[config.mk]
export PLATFORM = sky130hd
export DESIGN_NAME = modbus_register_table_server
export DESIGN_NICKNAME = d
export VERILOG_FILES = /design/src/hw/rtl/mbrts_pkg.sv /design/src/hw/rtl/mbrts_ram.sv /design/src/hw/rtl/mbrts_datapath.sv /design/src/hw/rtl/mbrts_ctrl.sv /design/src/hw/rtl/modbus_register_table_server.sv
export VERILOG_INCLUDE_DIRS = /design/src /design/src/hw/rtl
export SDC_FILE = /design/constraint.sdc
export NUM_CORES = 2
export LEC_CHECK = 0
export ABC_AREA = 1
export BUFFER_PORTS_ARGS = -buffer_cell sky130_fd_sc_hd__buf_4
export CORE_MARGIN = 1
export CORE_UTILIZATION = 40
export CTS_BUF_LIST = sky130_fd_sc_hd__clkbuf_8
export CTS_CLUSTER_SIZE = 20
export DETAILED_ROUTE_END_ITERATION = 8
export PLACE_DENSITY_LB_ADDON = 0.15
export REMOVE_ABC_BUFFERS = 1
export SYNTH_ARGS = -nofsm -noshare
export SYNTH_HDL_FRONTEND = slang
export SYNTH_SLANG_ARGS = --single-unit
[constraint.sdc]
create_clock -name aclk -period 13.5 [get_ports aclk]
set_input_delay 0.675 -clock aclk [delete_from_list [all_inputs] [get_ports aclk]]
set_output_delay 0.675 -clock aclk [all_outputs]
set_load 0.005 [all_outputs]
[src/hw/rtl/assert_macros.svh]
// Assertion helpers used by the controller. Synthesis builds define SYNTH to drop them.
`ifndef ASSERT_MACROS_SVH
`define ASSERT_MACROS_SVH

`ifndef SYNTH

// Clocked check, disabled while reset is held
`define ASSERT_CLK(lbl, clk, rst_n, prop) \
    lbl: assert property (@(posedge clk) disable iff (!(rst_n)) (prop)) \
        else $error("assertion failed");

// Clocked check that also holds during reset
`define ASSERT_ALWAYS(lbl, clk, prop) \
    lbl: assert property (@(posedge clk) (prop)) \
        else $error("assertion failed");

`else

`define ASSERT_CLK(lbl, clk, rst_n, prop)
`define ASSERT_ALWAYS(lbl, clk, prop)

`endif

`endif

[src/hw/rtl/mbrts_pkg.sv]
`timescale 1ns / 1ps

package mbrts_pkg;

    // Request kinds carried on tuser
    localparam logic [2:0] MODE_RD_COIL = 3'd0;
    localparam logic [2:0] MODE_RD_REG  = 3'd1;
    localparam logic [2:0] MODE_WR_COIL = 3'd2;
    localparam logic [2:0] MODE_WR_REG  = 3'd3;
    localparam logic [2:0] MODE_EL_COIL = 3'd4;
    localparam logic [2:0] MODE_EL_REG  = 3'd5;

    // Quantity limits of the protocol
    localparam logic [10:0] READ_COIL_MAX  = 11'd2000;
    localparam logic [10:0] READ_REG_MAX   = 11'd125;
    localparam logic [10:0] WRITE_COIL_MAX = 11'd1968;
    localparam logic [10:0] WRITE_REG_MAX  = 11'd123;

    // Frame sizes
    localparam logic [8:0] HEADER_BYTES = 9'd3;
    localparam logic [8:0] FRAME_EXTRA  = 9'd6;
    localparam logic [8:0] ACK_FRAME    = 9'd12;

    // Stream payload widths
    localparam int S_TDATA_W = 56;
    localparam int M_TDATA_W = 88;

    typedef enum logic [2:0] {
        ST_CLEAR,
        ST_IDLE,
        ST_DECODE,
        ST_ISSUE,
        ST_CAPTURE,
        ST_WRITE,
        ST_EMIT
    } state_t;

    // Controller to datapath
    typedef struct packed {
        logic clr_step;
        logic load_req;
        logic rd_capture;
        logic rd_next;
        logic chunk_clear;
        logic do_write;
        logic emit_load;
    } cmd_t;

    // Datapath to controller
    typedef struct packed {
        logic clr_done;
        logic is_read;
        logic is_write;
        logic zero_qty;
        logic ack_needed;
        logic chunk_end;
        logic final_elem;
        logic out_free;
    } status_t;

endpackage

[src/hw/rtl/mbrts_ram.sv]
`timescale 1ns / 1ps

module mbrts_ram #(
    parameter int WIDTH = 16,
    parameter int DEPTH = 128
) (
    input  logic                                   clk,
    input  logic                                   we,
    input  logic [((DEPTH > 1) ? $clog2(DEPTH) : 1)-1:0] waddr,
    input  logic [WIDTH-1:0]                       wdata,
    input  logic [((DEPTH > 1) ? $clog2(DEPTH) : 1)-1:0] raddr,
    output logic [WIDTH-1:0]                       rdata
);

    logic [WIDTH-1:0] mem [DEPTH];
    logic [WIDTH-1:0] rdata_reg;

    // Write port, then registered read port
    always_ff @(posedge clk) begin
        if (we) begin
            mem[waddr] <= wdata;
        end
        rdata_reg <= mem[raddr];
    end

    assign rdata = rdata_reg;

endmodule

[src/hw/rtl/mbrts_datapath.sv]
`timescale 1ns / 1ps

module mbrts_datapath #(
    parameter int REG_COUNT  = 128,
    parameter int COIL_COUNT = 256
) (
    input  logic                            aclk,
    input  logic                            aresetn,
    input  logic [mbrts_pkg::S_TDATA_W-1:0] s_tdata,
    input  logic [2:0]                      s_tuser,
    input  logic                            s_tlast,
    input  mbrts_pkg::cmd_t                 cmd,
    output mbrts_pkg::status_t              sts,
    output logic                            m_tvalid,
    input  logic                            m_tready,
    output logic [mbrts_pkg::M_TDATA_W-1:0] m_tdata,
    output logic                            m_tlast
);

    localparam int REG_AW  = (REG_COUNT > 1) ? $clog2(REG_COUNT) : 1;
    localparam int COIL_AW = (COIL_COUNT > 1) ? $clog2(COIL_COUNT) : 1;
    localparam int CLR_MAX = (REG_COUNT > COIL_COUNT) ? REG_COUNT : COIL_COUNT;
    localparam int CLR_W   = (CLR_MAX > 1) ? $clog2(CLR_MAX) : 1;

    // Request registers
    logic [2:0]       mode_reg;
    logic [15:0]      start_reg;
    logic [10:0]      qty_reg;
    logic [15:0]      value_reg;
    logic             last_reg;
    logic [10:0]      n_reg;
    logic [63:0]      chunk_reg;
    logic [CLR_W-1:0] clr_reg;
    logic [CLR_W-1:0] clr_next;

    // Output register
    logic        m_valid_reg;
    logic [7:0]  m_bytes_reg;
    logic [8:0]  m_frame_reg;
    logic [63:0] m_chunk_reg;
    logic        m_last_reg;

    logic [10:0] in_qty;
    logic [10:0] qty_clamped;
    logic [2:0]  in_mode;
    logic        in_single;

    logic [16:0] addr;
    logic        reg_in_range;
    logic        coil_in_range;
    logic        clr_in_reg;
    logic        clr_in_coil;
    logic        write_ok;
    logic        is_reg_write;
    logic        is_coil_write;
    logic        is_single;
    logic [11:0] n_plus;
    logic [11:0] coil_sum;
    logic [7:0]  bytes;
    logic [8:0]  frame;

    logic              reg_we;
    logic [REG_AW-1:0] reg_waddr;
    logic [15:0]       reg_wdata;
    logic [15:0]       reg_rdata;
    logic              coil_we;
    logic [COIL_AW-1:0] coil_waddr;
    logic              coil_wdata;
    logic              coil_rdata;

    // Decode and clamp the incoming request
    assign in_mode = s_tuser;
    assign in_qty  = s_tdata[26:16];
    assign in_single = (in_mode == mbrts_pkg::MODE_WR_COIL) ||
                       (in_mode == mbrts_pkg::MODE_WR_REG);

    always_comb begin
        qty_clamped = in_qty;
        case (in_mode)
            mbrts_pkg::MODE_RD_COIL: begin
                if (in_qty > mbrts_pkg::READ_COIL_MAX) qty_clamped = mbrts_pkg::READ_COIL_MAX;
            end
            mbrts_pkg::MODE_RD_REG: begin
                if (in_qty > mbrts_pkg::READ_REG_MAX) qty_clamped = mbrts_pkg::READ_REG_MAX;
            end
            mbrts_pkg::MODE_EL_COIL: begin
                if (in_qty > mbrts_pkg::WRITE_COIL_MAX) qty_clamped = mbrts_pkg::WRITE_COIL_MAX;
            end
            mbrts_pkg::MODE_EL_REG: begin
                if (in_qty > mbrts_pkg::WRITE_REG_MAX) qty_clamped = mbrts_pkg::WRITE_REG_MAX;
            end
            default: qty_clamped = in_qty;
        endcase
    end

    // Element address, shared by reads and writes
    assign addr          = 17'(start_reg) + 17'(n_reg);
    assign reg_in_range  = addr < 17'(REG_COUNT);
    assign coil_in_range = addr < 17'(COIL_COUNT);
    assign clr_in_reg    = 17'(clr_reg) < 17'(REG_COUNT);
    assign clr_in_coil   = 17'(clr_reg) < 17'(COIL_COUNT);
    assign clr_next      = clr_reg + CLR_W'(1);

    assign is_single     = (mode_reg == mbrts_pkg::MODE_WR_COIL) ||
                           (mode_reg == mbrts_pkg::MODE_WR_REG);
    assign is_reg_write  = (mode_reg == mbrts_pkg::MODE_WR_REG) ||
                           (mode_reg == mbrts_pkg::MODE_EL_REG);
    assign is_coil_write = (mode_reg == mbrts_pkg::MODE_WR_COIL) ||
                           (mode_reg == mbrts_pkg::MODE_EL_COIL);
    assign write_ok      = is_single || (n_reg < qty_reg);

    // Store write ports: clearing pass or request write
    assign reg_we     = cmd.clr_step ? clr_in_reg
                                     : (cmd.do_write && is_reg_write && write_ok && reg_in_range);
    assign reg_waddr  = cmd.clr_step ? clr_reg[REG_AW-1:0] : addr[REG_AW-1:0];
    assign reg_wdata  = cmd.clr_step ? 16'd0 : value_reg;
    assign coil_we    = cmd.clr_step ? clr_in_coil
                                     : (cmd.do_write && is_coil_write && write_ok && coil_in_range);
    assign coil_waddr = cmd.clr_step ? clr_reg[COIL_AW-1:0] : addr[COIL_AW-1:0];
    assign coil_wdata = cmd.clr_step ? 1'b0 : (|value_reg);

    mbrts_ram #(.WIDTH(16), .DEPTH(REG_COUNT)) u_reg_ram (
        .clk   (aclk),
        .we    (reg_we),
        .waddr (reg_waddr),
        .wdata (reg_wdata),
        .raddr (addr[REG_AW-1:0]),
        .rdata (reg_rdata)
    );

    mbrts_ram #(.WIDTH(1), .DEPTH(COIL_COUNT)) u_coil_ram (
        .clk   (aclk),
        .we    (coil_we),
        .waddr (coil_waddr),
        .wdata (coil_wdata),
        .raddr (addr[COIL_AW-1:0]),
        .rdata (coil_rdata)
    );

    // Response sizes
    assign coil_sum = 12'(qty_reg) + 12'd7;
    assign bytes = (mode_reg == mbrts_pkg::MODE_RD_COIL) ? coil_sum[10:3]
                                                         : {qty_reg[6:0], 1'b0};
    assign frame = 9'(bytes) + mbrts_pkg::HEADER_BYTES + mbrts_pkg::FRAME_EXTRA;
    assign n_plus = 12'(n_reg) + 12'd1;

    // Status toward the controller
    always_comb begin
        sts.clr_done   = clr_reg == CLR_W'(CLR_MAX - 1);
        sts.is_read    = (mode_reg == mbrts_pkg::MODE_RD_COIL) ||
                         (mode_reg == mbrts_pkg::MODE_RD_REG);
        sts.zero_qty   = qty_reg == 11'd0;
        sts.is_write   = 1'b0;
        sts.ack_needed = 1'b0;
        case (mode_reg) inside
            mbrts_pkg::MODE_WR_COIL, mbrts_pkg::MODE_WR_REG: begin
                sts.is_write   = 1'b1;
                sts.ack_needed = 1'b1;
            end
            mbrts_pkg::MODE_EL_COIL, mbrts_pkg::MODE_EL_REG: begin
                sts.is_write   = 1'b1;
                sts.ack_needed = last_reg;
            end
            default: begin
                sts.is_write   = 1'b0;
                sts.ack_needed = 1'b0;
            end
        endcase
        sts.final_elem = !sts.is_read || sts.zero_qty || (n_plus == 12'(qty_reg));
        sts.chunk_end  = sts.final_elem ||
                         ((mode_reg == mbrts_pkg::MODE_RD_COIL) ? (n_reg[5:0] == 6'd63)
                                                                : (n_reg[1:0] == 2'd3));
        sts.out_free   = !m_valid_reg || m_tready;
    end

    // Clear counter
    always_ff @(posedge aclk) begin
        if (!aresetn) begin
            clr_reg <= '0;
        end else if (cmd.clr_step && !sts.clr_done) begin
            clr_reg <= clr_next;
        end
    end

    // Capture the request, walk elements, build chunks
    always_ff @(posedge aclk) begin
        if (cmd.load_req) begin
            mode_reg  <= in_mode;
            start_reg <= s_tdata[15:0];
            qty_reg   <= qty_clamped;
            n_reg     <= (in_single || in_mode == mbrts_pkg::MODE_RD_COIL ||
                          in_mode == mbrts_pkg::MODE_RD_REG) ? 11'd0 : s_tdata[37:27];
            value_reg <= s_tdata[53:38];
            last_reg  <= s_tlast;
            chunk_reg <= 64'd0;
        end else begin
            if (cmd.rd_capture) begin
                if (mode_reg == mbrts_pkg::MODE_RD_COIL) begin
                    chunk_reg[n_reg[5:0]] <= coil_in_range & coil_rdata;
                end else begin
                    case (n_reg[1:0])
                        2'd0: chunk_reg[63:48] <= reg_in_range ? reg_rdata : 16'd0;
                        2'd1: chunk_reg[47:32] <= reg_in_range ? reg_rdata : 16'd0;
                        2'd2: chunk_reg[31:16] <= reg_in_range ? reg_rdata : 16'd0;
                        default: chunk_reg[15:0] <= reg_in_range ? reg_rdata : 16'd0;
                    endcase
                end
            end
            if (cmd.chunk_clear) begin
                chunk_reg <= 64'd0;
            end
            if (cmd.rd_next) begin
                n_reg <= n_reg + 11'd1;
            end
        end
    end

    // Output register: hold until taken
    always_ff @(posedge aclk) begin
        if (!aresetn) begin
            m_valid_reg <= 1'b0;
        end else if (cmd.emit_load) begin
            m_valid_reg <= 1'b1;
        end else if (m_tready) begin
            m_valid_reg <= 1'b0;
        end
    end

    always_ff @(posedge aclk) begin
        if (cmd.emit_load) begin
            if (sts.is_read) begin
                m_bytes_reg <= bytes;
                m_frame_reg <= frame;
                m_chunk_reg <= chunk_reg;
                m_last_reg  <= sts.final_elem;
            end else begin
                m_bytes_reg <= 8'd0;
                m_frame_reg <= mbrts_pkg::ACK_FRAME;
                m_chunk_reg <= 64'd0;
                m_last_reg  <= 1'b1;
            end
        end
    end

    assign m_tvalid = m_valid_reg;
    assign m_tdata  = {7'd0, m_chunk_reg, m_frame_reg, m_bytes_reg};
    assign m_tlast  = m_last_reg;

endmodule

[src/hw/rtl/mbrts_ctrl.sv]
`timescale 1ns / 1ps
`include "assert_macros.svh"

module mbrts_ctrl (
    input  logic               aclk,
    input  logic               aresetn,
    input  logic               s_tvalid,
    output logic               s_tready,
    output mbrts_pkg::cmd_t    cmd,
    input  mbrts_pkg::status_t sts
);

    mbrts_pkg::state_t state_reg;
    mbrts_pkg::state_t state_next;

    always_ff @(posedge aclk) begin
        if (!aresetn) begin
            state_reg <= mbrts_pkg::ST_CLEAR;
        end else begin
            state_reg <= state_next;
        end
    end

    // Next state
    always_comb begin
        state_next = state_reg;
        unique case (state_reg)
            mbrts_pkg::ST_CLEAR: begin
                if (sts.clr_done) state_next = mbrts_pkg::ST_IDLE;
            end
            mbrts_pkg::ST_IDLE: begin
                if (s_tvalid) state_next = mbrts_pkg::ST_DECODE;
            end
            mbrts_pkg::ST_DECODE: begin
                if (sts.is_read) begin
                    state_next = sts.zero_qty ? mbrts_pkg::ST_EMIT : mbrts_pkg::ST_ISSUE;
                end else if (sts.is_write) begin
                    state_next = mbrts_pkg::ST_WRITE;
                end else begin
                    state_next = mbrts_pkg::ST_IDLE;
                end
            end
            mbrts_pkg::ST_ISSUE: begin
                state_next = mbrts_pkg::ST_CAPTURE;
            end
            mbrts_pkg::ST_CAPTURE: begin
                state_next = sts.chunk_end ? mbrts_pkg::ST_EMIT : mbrts_pkg::ST_ISSUE;
            end
            mbrts_pkg::ST_WRITE: begin
                state_next = sts.ack_needed ? mbrts_pkg::ST_EMIT : mbrts_pkg::ST_IDLE;
            end
            mbrts_pkg::ST_EMIT: begin
                if (sts.out_free) begin
                    state_next = sts.final_elem ? mbrts_pkg::ST_IDLE : mbrts_pkg::ST_ISSUE;
                end
            end
            default: state_next = mbrts_pkg::ST_CLEAR;
        endcase
    end

    // Commands
    always_comb begin
        cmd      = '0;
        s_tready = 1'b0;
        unique case (state_reg)
            mbrts_pkg::ST_CLEAR: cmd.clr_step = 1'b1;
            mbrts_pkg::ST_IDLE: begin
                s_tready     = 1'b1;
                cmd.load_req = s_tvalid;
            end
            mbrts_pkg::ST_DECODE: cmd = '0;
            mbrts_pkg::ST_ISSUE:  cmd = '0;
            mbrts_pkg::ST_CAPTURE: begin
                cmd.rd_capture = 1'b1;
                cmd.rd_next    = !sts.chunk_end;
            end
            mbrts_pkg::ST_WRITE: cmd.do_write = 1'b1;
            mbrts_pkg::ST_EMIT: begin
                cmd.emit_load   = sts.out_free;
                cmd.rd_next     = sts.out_free && !sts.final_elem;
                cmd.chunk_clear = sts.out_free && !sts.final_elem;
            end
            default: cmd = '0;
        endcase
    end

    // A result is loaded only into a free output register
    `ASSERT_CLK(a_emit_free, aclk, aresetn, cmd.emit_load |-> sts.out_free)
    // The clearing pass runs once after reset
    `ASSERT_CLK(a_clear_once, aclk, aresetn,
        (state_reg != mbrts_pkg::ST_CLEAR) |=> (state_reg != mbrts_pkg::ST_CLEAR))
    // A captured element either continues the walk or closes a chunk
    `ASSERT_CLK(a_capture_next, aclk, aresetn,
        (state_reg == mbrts_pkg::ST_CAPTURE) |=>
        (state_reg == mbrts_pkg::ST_ISSUE || state_reg == mbrts_pkg::ST_EMIT))

endmodule

[src/hw/rtl/modbus_register_table_server.sv]
`timescale 1ns / 1ps

// Modbus register table server. Each request carries a decoded Modbus
// request: read coils, read registers, write a single coil or register,
// or one element of a multiple write. Reads answer with one or more
// results, each holding the byte count, the frame length and a 64-bit
// chunk (four registers with the first in the top bits, or 64 coils with
// the first in bit 0); writes answer with one acknowledgement, elements
// of a multiple write only on the element marked last. After reset the
// block runs a clearing pass over both stores, during which s_tready
// stays low. Each store is a RAM with one write port and one registered
// read port, and the walk reads each element in an ISSUE state followed
// by a CAPTURE state: a read of Q elements answers with C results, where
// C is ceil(Q/64) for coils or ceil(Q/4) for registers, at least one.
// A write passes through DECODE and WRITE, and through EMIT when it
// answers. Each result leaves from EMIT, which waits on m_tready while
// the output register is full; a new request is taken only in IDLE.

module modbus_register_table_server #(
    parameter int REG_COUNT  = 128,
    parameter int COIL_COUNT = 256
) (
    input  logic        aclk,
    input  logic        aresetn,
    input  logic        s_tvalid,
    output logic        s_tready,
    // start_address[15:0], quantity[26:16], element_index[37:27],
    // write_value[53:38], zero pad[55:54]
    input  logic [55:0] s_tdata,
    // mode[2:0]
    input  logic [2:0]  s_tuser,
    // last_element
    input  logic        s_tlast,
    output logic        m_tvalid,
    input  logic        m_tready,
    // byte_count[7:0], frame_bytes[16:8], data_chunk[80:17], zero pad[87:81]
    output logic [87:0] m_tdata,
    // last_result
    output logic        m_tlast
);

    mbrts_pkg::cmd_t    cmd;
    mbrts_pkg::status_t sts;

    mbrts_ctrl u_ctrl (
        .aclk     (aclk),
        .aresetn  (aresetn),
        .s_tvalid (s_tvalid),
        .s_tready (s_tready),
        .cmd      (cmd),
        .sts      (sts)
    );

    mbrts_datapath #(
        .REG_COUNT  (REG_COUNT),
        .COIL_COUNT (COIL_COUNT)
    ) u_datapath (
        .aclk     (aclk),
        .aresetn  (aresetn),
        .s_tdata  (s_tdata),
        .s_tuser  (s_tuser),
        .s_tlast  (s_tlast),
        .cmd      (cmd),
        .sts      (sts),
        .m_tvalid (m_tvalid),
        .m_tready (m_tready),
        .m_tdata  (m_tdata),
        .m_tlast  (m_tlast)
    );

endmodule

==> impl_metrics.yaml <==
run_status:
  status: "complete, no violations"
clock_tree:
  cts.reportedPaths.clkPinSlew_ps: 60
  h-tree-depth: 5
  worstSkewPairLatency_ps: 1130
  cts_tree: "built"
  cts_root_buf: "clkbuf_8"
  cts_buffer_depth: 4
  clock_sinks: 2537
  numCtsBuffers: 428
  postCtsSetupRepairBufs: 0
synth:
  postSynth.asyncResetShare_pct: 0
  yosys_warnings: 0
  yosysUniqueCellTypes: 58
  syn_area_mm2: 0.107
  avgSynthCellArea_um2: 11.4
  yosysSeqAreaShare_pct: 70.3
  synth_flop_cell: "edfxtp_1"
  ys_ff_latch: 2537
  synth_edf_count: 2444
  synthCells: 9422
setup_path:
  startpoint_type: "flop"
  cp.required_ps: 14520
  slowest_stage: "fa_4"
  worst_setup_path_end_kind: "flop"
  cp_max_fo: 85
  r2r_start: "u_datapath.n_reg[0]"
  cp_cell_sequence: "ha_4 -> inv_1 -> fa_4 -> inv_8 -> buf_4 -> buf_4 -> o21ai_0 -> o22ai_1 -> o21ai_0 -> o211ai_1 -> nand3_1 -> nand2_1 -> nand2_1 -> nand2_1"
  path_common_cell: "nand2_1"
  r2r_setup_slack_ps: 7460
  arrival_ps: 7060
  reg2reg_to: "u_datapath.u_reg_ram.rdata[8]"
  reg2regPathDepth: 14
  max_stage_delay_ps: 900
  crit_type: "flop to flop"
floorplan:
  ios: 155
  initial_core_util_pct: 40.3
  die_w_um: 519
  die_h_um: 519
  core.rowCount: 189
  core_mm2: 0.266
  dieArea_mm2: 0.270
sta:
  min_period_ps: 6040
  setup-tns-final_ps: 0
  slew-limit-headroom_pct: 6.78
  rsz0062_at_grt: "false"
  finalMaxSlewViolations: 0
  fmax_mhz: 166
  final-hold-violation-count: 0
  post-route-period-util_pct: 44.7
  fin_worst_skew_ps: 94.2
  tightest_slew_ps: 1400
  setup_violations: 0
  fin_hold_ws_ps: 127
routing:
  drt-initial-drc-count: 7931
  route.detailed.drc: 0
  drtAntennaViolNets: 0
  drt_wl_total_mm: 331
  first_pass_iters: 6
  routedWlPerCell_um: 24.5
  viasPerCell: 5.56
  vias: 75000
grt:
  grt_pass1_vias: 71000
  grt_pass1_wl_mm: 481
  grt_max_degree: 174
  track_usage_pct: 23.9
  antenna_found_initial: 18
  grt_overflow: 0
power_and_ir_drop:
  p_leak_nw: 41.1
  power_density_mw_per_mm2: 126
  vdd_drop_max_mv: 0.0889
  power_frac_clock_pct: 42.1
  p_int_mw: 11.8
  p_seq_share_pct: 56.6
  combPwrFrac_pct: 1.4
  switching_share_pct: 22.1
  power.switching_mw: 3.36
finish:
  drive_gt1_share_pct: 11.2
  biggestRegsByFlops: "u_datapath.u_reg_ram.mem: 2048 flops, u_datapath.u_coil_ram.mem: 256 flops"
  top_register: "u_datapath.u_reg_ram.mem"
  largest_reg_flops: 2048
  area_delta_synth_final_pct: 12.7
  nets: 9694
place:
  hpwl_mm: 181
  place_congestion: 0.849
  port_buffers: 145
min_path:
  hp-class: "primary input to flop"
  whs_endpoint: "u_datapath.n_reg[0]"
  whs_path_depth: 3
  hp-start: "s_tdata[27]"
flow_run:
  maxCapViolCount: 0
## worst max-delay path by stage
stage	slack [ps]	from	end	cells after the start
final	7460	u_datapath.n_reg[0]	u_datapath.u_reg_ram.rdata[8]	14
after global placement	7650	u_datapath.n_reg[0]	u_datapath.u_reg_ram.rdata[8]	14
after detailed placement	7630	u_datapath.n_reg[0]	u_datapath.u_reg_ram.rdata[8]	14
after floorplan	-33180	u_datapath.n_reg[0]	u_datapath.u_coil_ram.rdata	12
after CTS	7630	u_datapath.n_reg[1]	u_datapath.u_reg_ram.rdata[8]	13
after global routing	7310	u_datapath.n_reg[1]	u_datapath.u_reg_ram.rdata[8]	13
## worst max-delay path: cells and delay by family (launching register included)
kind	cells	cell delay, ps
buf+inv	4	1840
fa+ha+maj	2	1130
compound gates	4	1050
simple gates	4	1030
flops	1	750
## synthesized netlist by cell type (12+ instances only)
master | instances | area (um2)
a21oi_1 | 176 | 881
buf_1 | 27 | 101
buf_2 | 126 | 631
buf_4 | 29 | 218
buf_6 | 18 | 203
clkbuf_1 | 462 | 1730
dfxtp_1 | 93 | 1860
edfxtp_1 | 2444 | 73400
ha_1 | 29 | 363
inv_1 | 324 | 1220
inv_2 | 12 | 45.0
nand2_1 | 1044 | 3920
nand3_1 | 216 | 1080
nand4_1 | 36 | 225
nor2_1 | 2017 | 7570
nor2_2 | 24 | 150
nor2_4 | 21 | 236
nor3_1 | 24 | 120
o211ai_1 | 80 | 601
o21ai_0 | 1475 | 7380
o21bai_1 | 34 | 255
o221ai_1 | 49 | 429
o22ai_1 | 578 | 3620
## metal layers
layer,share of wire (%),routed length (um),vias to the layer above,GRT usage (%)
met4,2.9,9470,4,7.32
met5,0.0082,27,-,0
met1,44,145000,37400,33.9
met3,7.7,25400,509,4.21
met2,46,151000,3003,37.3
li1,-,-,34100,-
## layout make-up
| cell class | count | area [um2] |
|---|---|---|
| diodes | 11 | 27.5 |
| clock buffers | 440 | 6060 |
| clock inverters | 331 | 1740 |
| fillers | 24200 | 145000 |
| inverters | 341 | 1310 |
| multi-input cells | 5888 | 28500 |
| flip-flops and latches | 2537 | 75300 |
| well taps | 3533 | 4420 |
| repair buffers | 404 | 3380 |
## cell usage in the layout, fill, tap and decap left out, drive strengths merged, types with 2 or more instances in the layout
cell            n
xnor2           2
dfxtp          93
nand3         218
o21a            2
o221ai         49
diode          11
clkbuf        440
a21oi         180
nor4            7
buf           345
ha             29
clkinvlp        6
conb            7
inv           522
bufinv          7
edfxtp       2444
a32o            2
o211ai         80
nand3b          2
nor3           25
o21ai        1481
clkinv        137
nand4          46
o21bai         34
o2111ai         2
o22ai         578
or2             7
xor2            9
nand2        1055
nor2         2062
dlygate4sd3    59
## cell families (layout without fill, tap and decap cells)
logic type	Yosys count	after routing	synth area share, %
simple gates	3422	3422	12.8
flops	2537	2537	70.3
compound gates	2418	2418	12.5
buf+inv	1003	1516	3.89
fa+ha+maj	30	30	0.358
xor+xnor	11	11	0.136
other cells	1	18	0.00350
## stage by stage
| step | cells | worst slack, ps | utilization (%) | cell area, um2 | power (mW) |
|---|---|---|---|---|---|
| final | 13500 | 7460 | 45.4 | 121000 | 15.2 |
| after detailed placement | 12600 | 7630 | 42.3 | 112000 | 8.93 |
| after CTS | 13500 | 7630 | 45.4 | 121000 | 15.3 |
| after global routing | 13500 | 7310 | 45.4 | 121000 | 15.6 |
| after floorplan | 8766 | -33180 | - | 104000 | 8.83 |
| after global placement | 12600 | 7650 | 42.3 | 112000 | 8.93 |
## power groups by stage
stage | registers [mW] | clock network (mW) | logic [mW]
finish | 8.57 | 6.38 | 0.211
detailed placement | 8.74 | 0 | 0.191
floorplan | 8.73 | 0 | 0.0987
global route | 8.57 | 6.84 | 0.229
CTS | 8.57 | 6.49 | 0.209
global placement | 8.73 | 0 | 0.192
## repair_timing
action | in CTS | in global routing
gates resized for setup | 0 | 0
hold endpoints to repair | 65 | 0
hold buffers | 59 | 0
No activity file was read; power rests on OpenSTA's default activity.
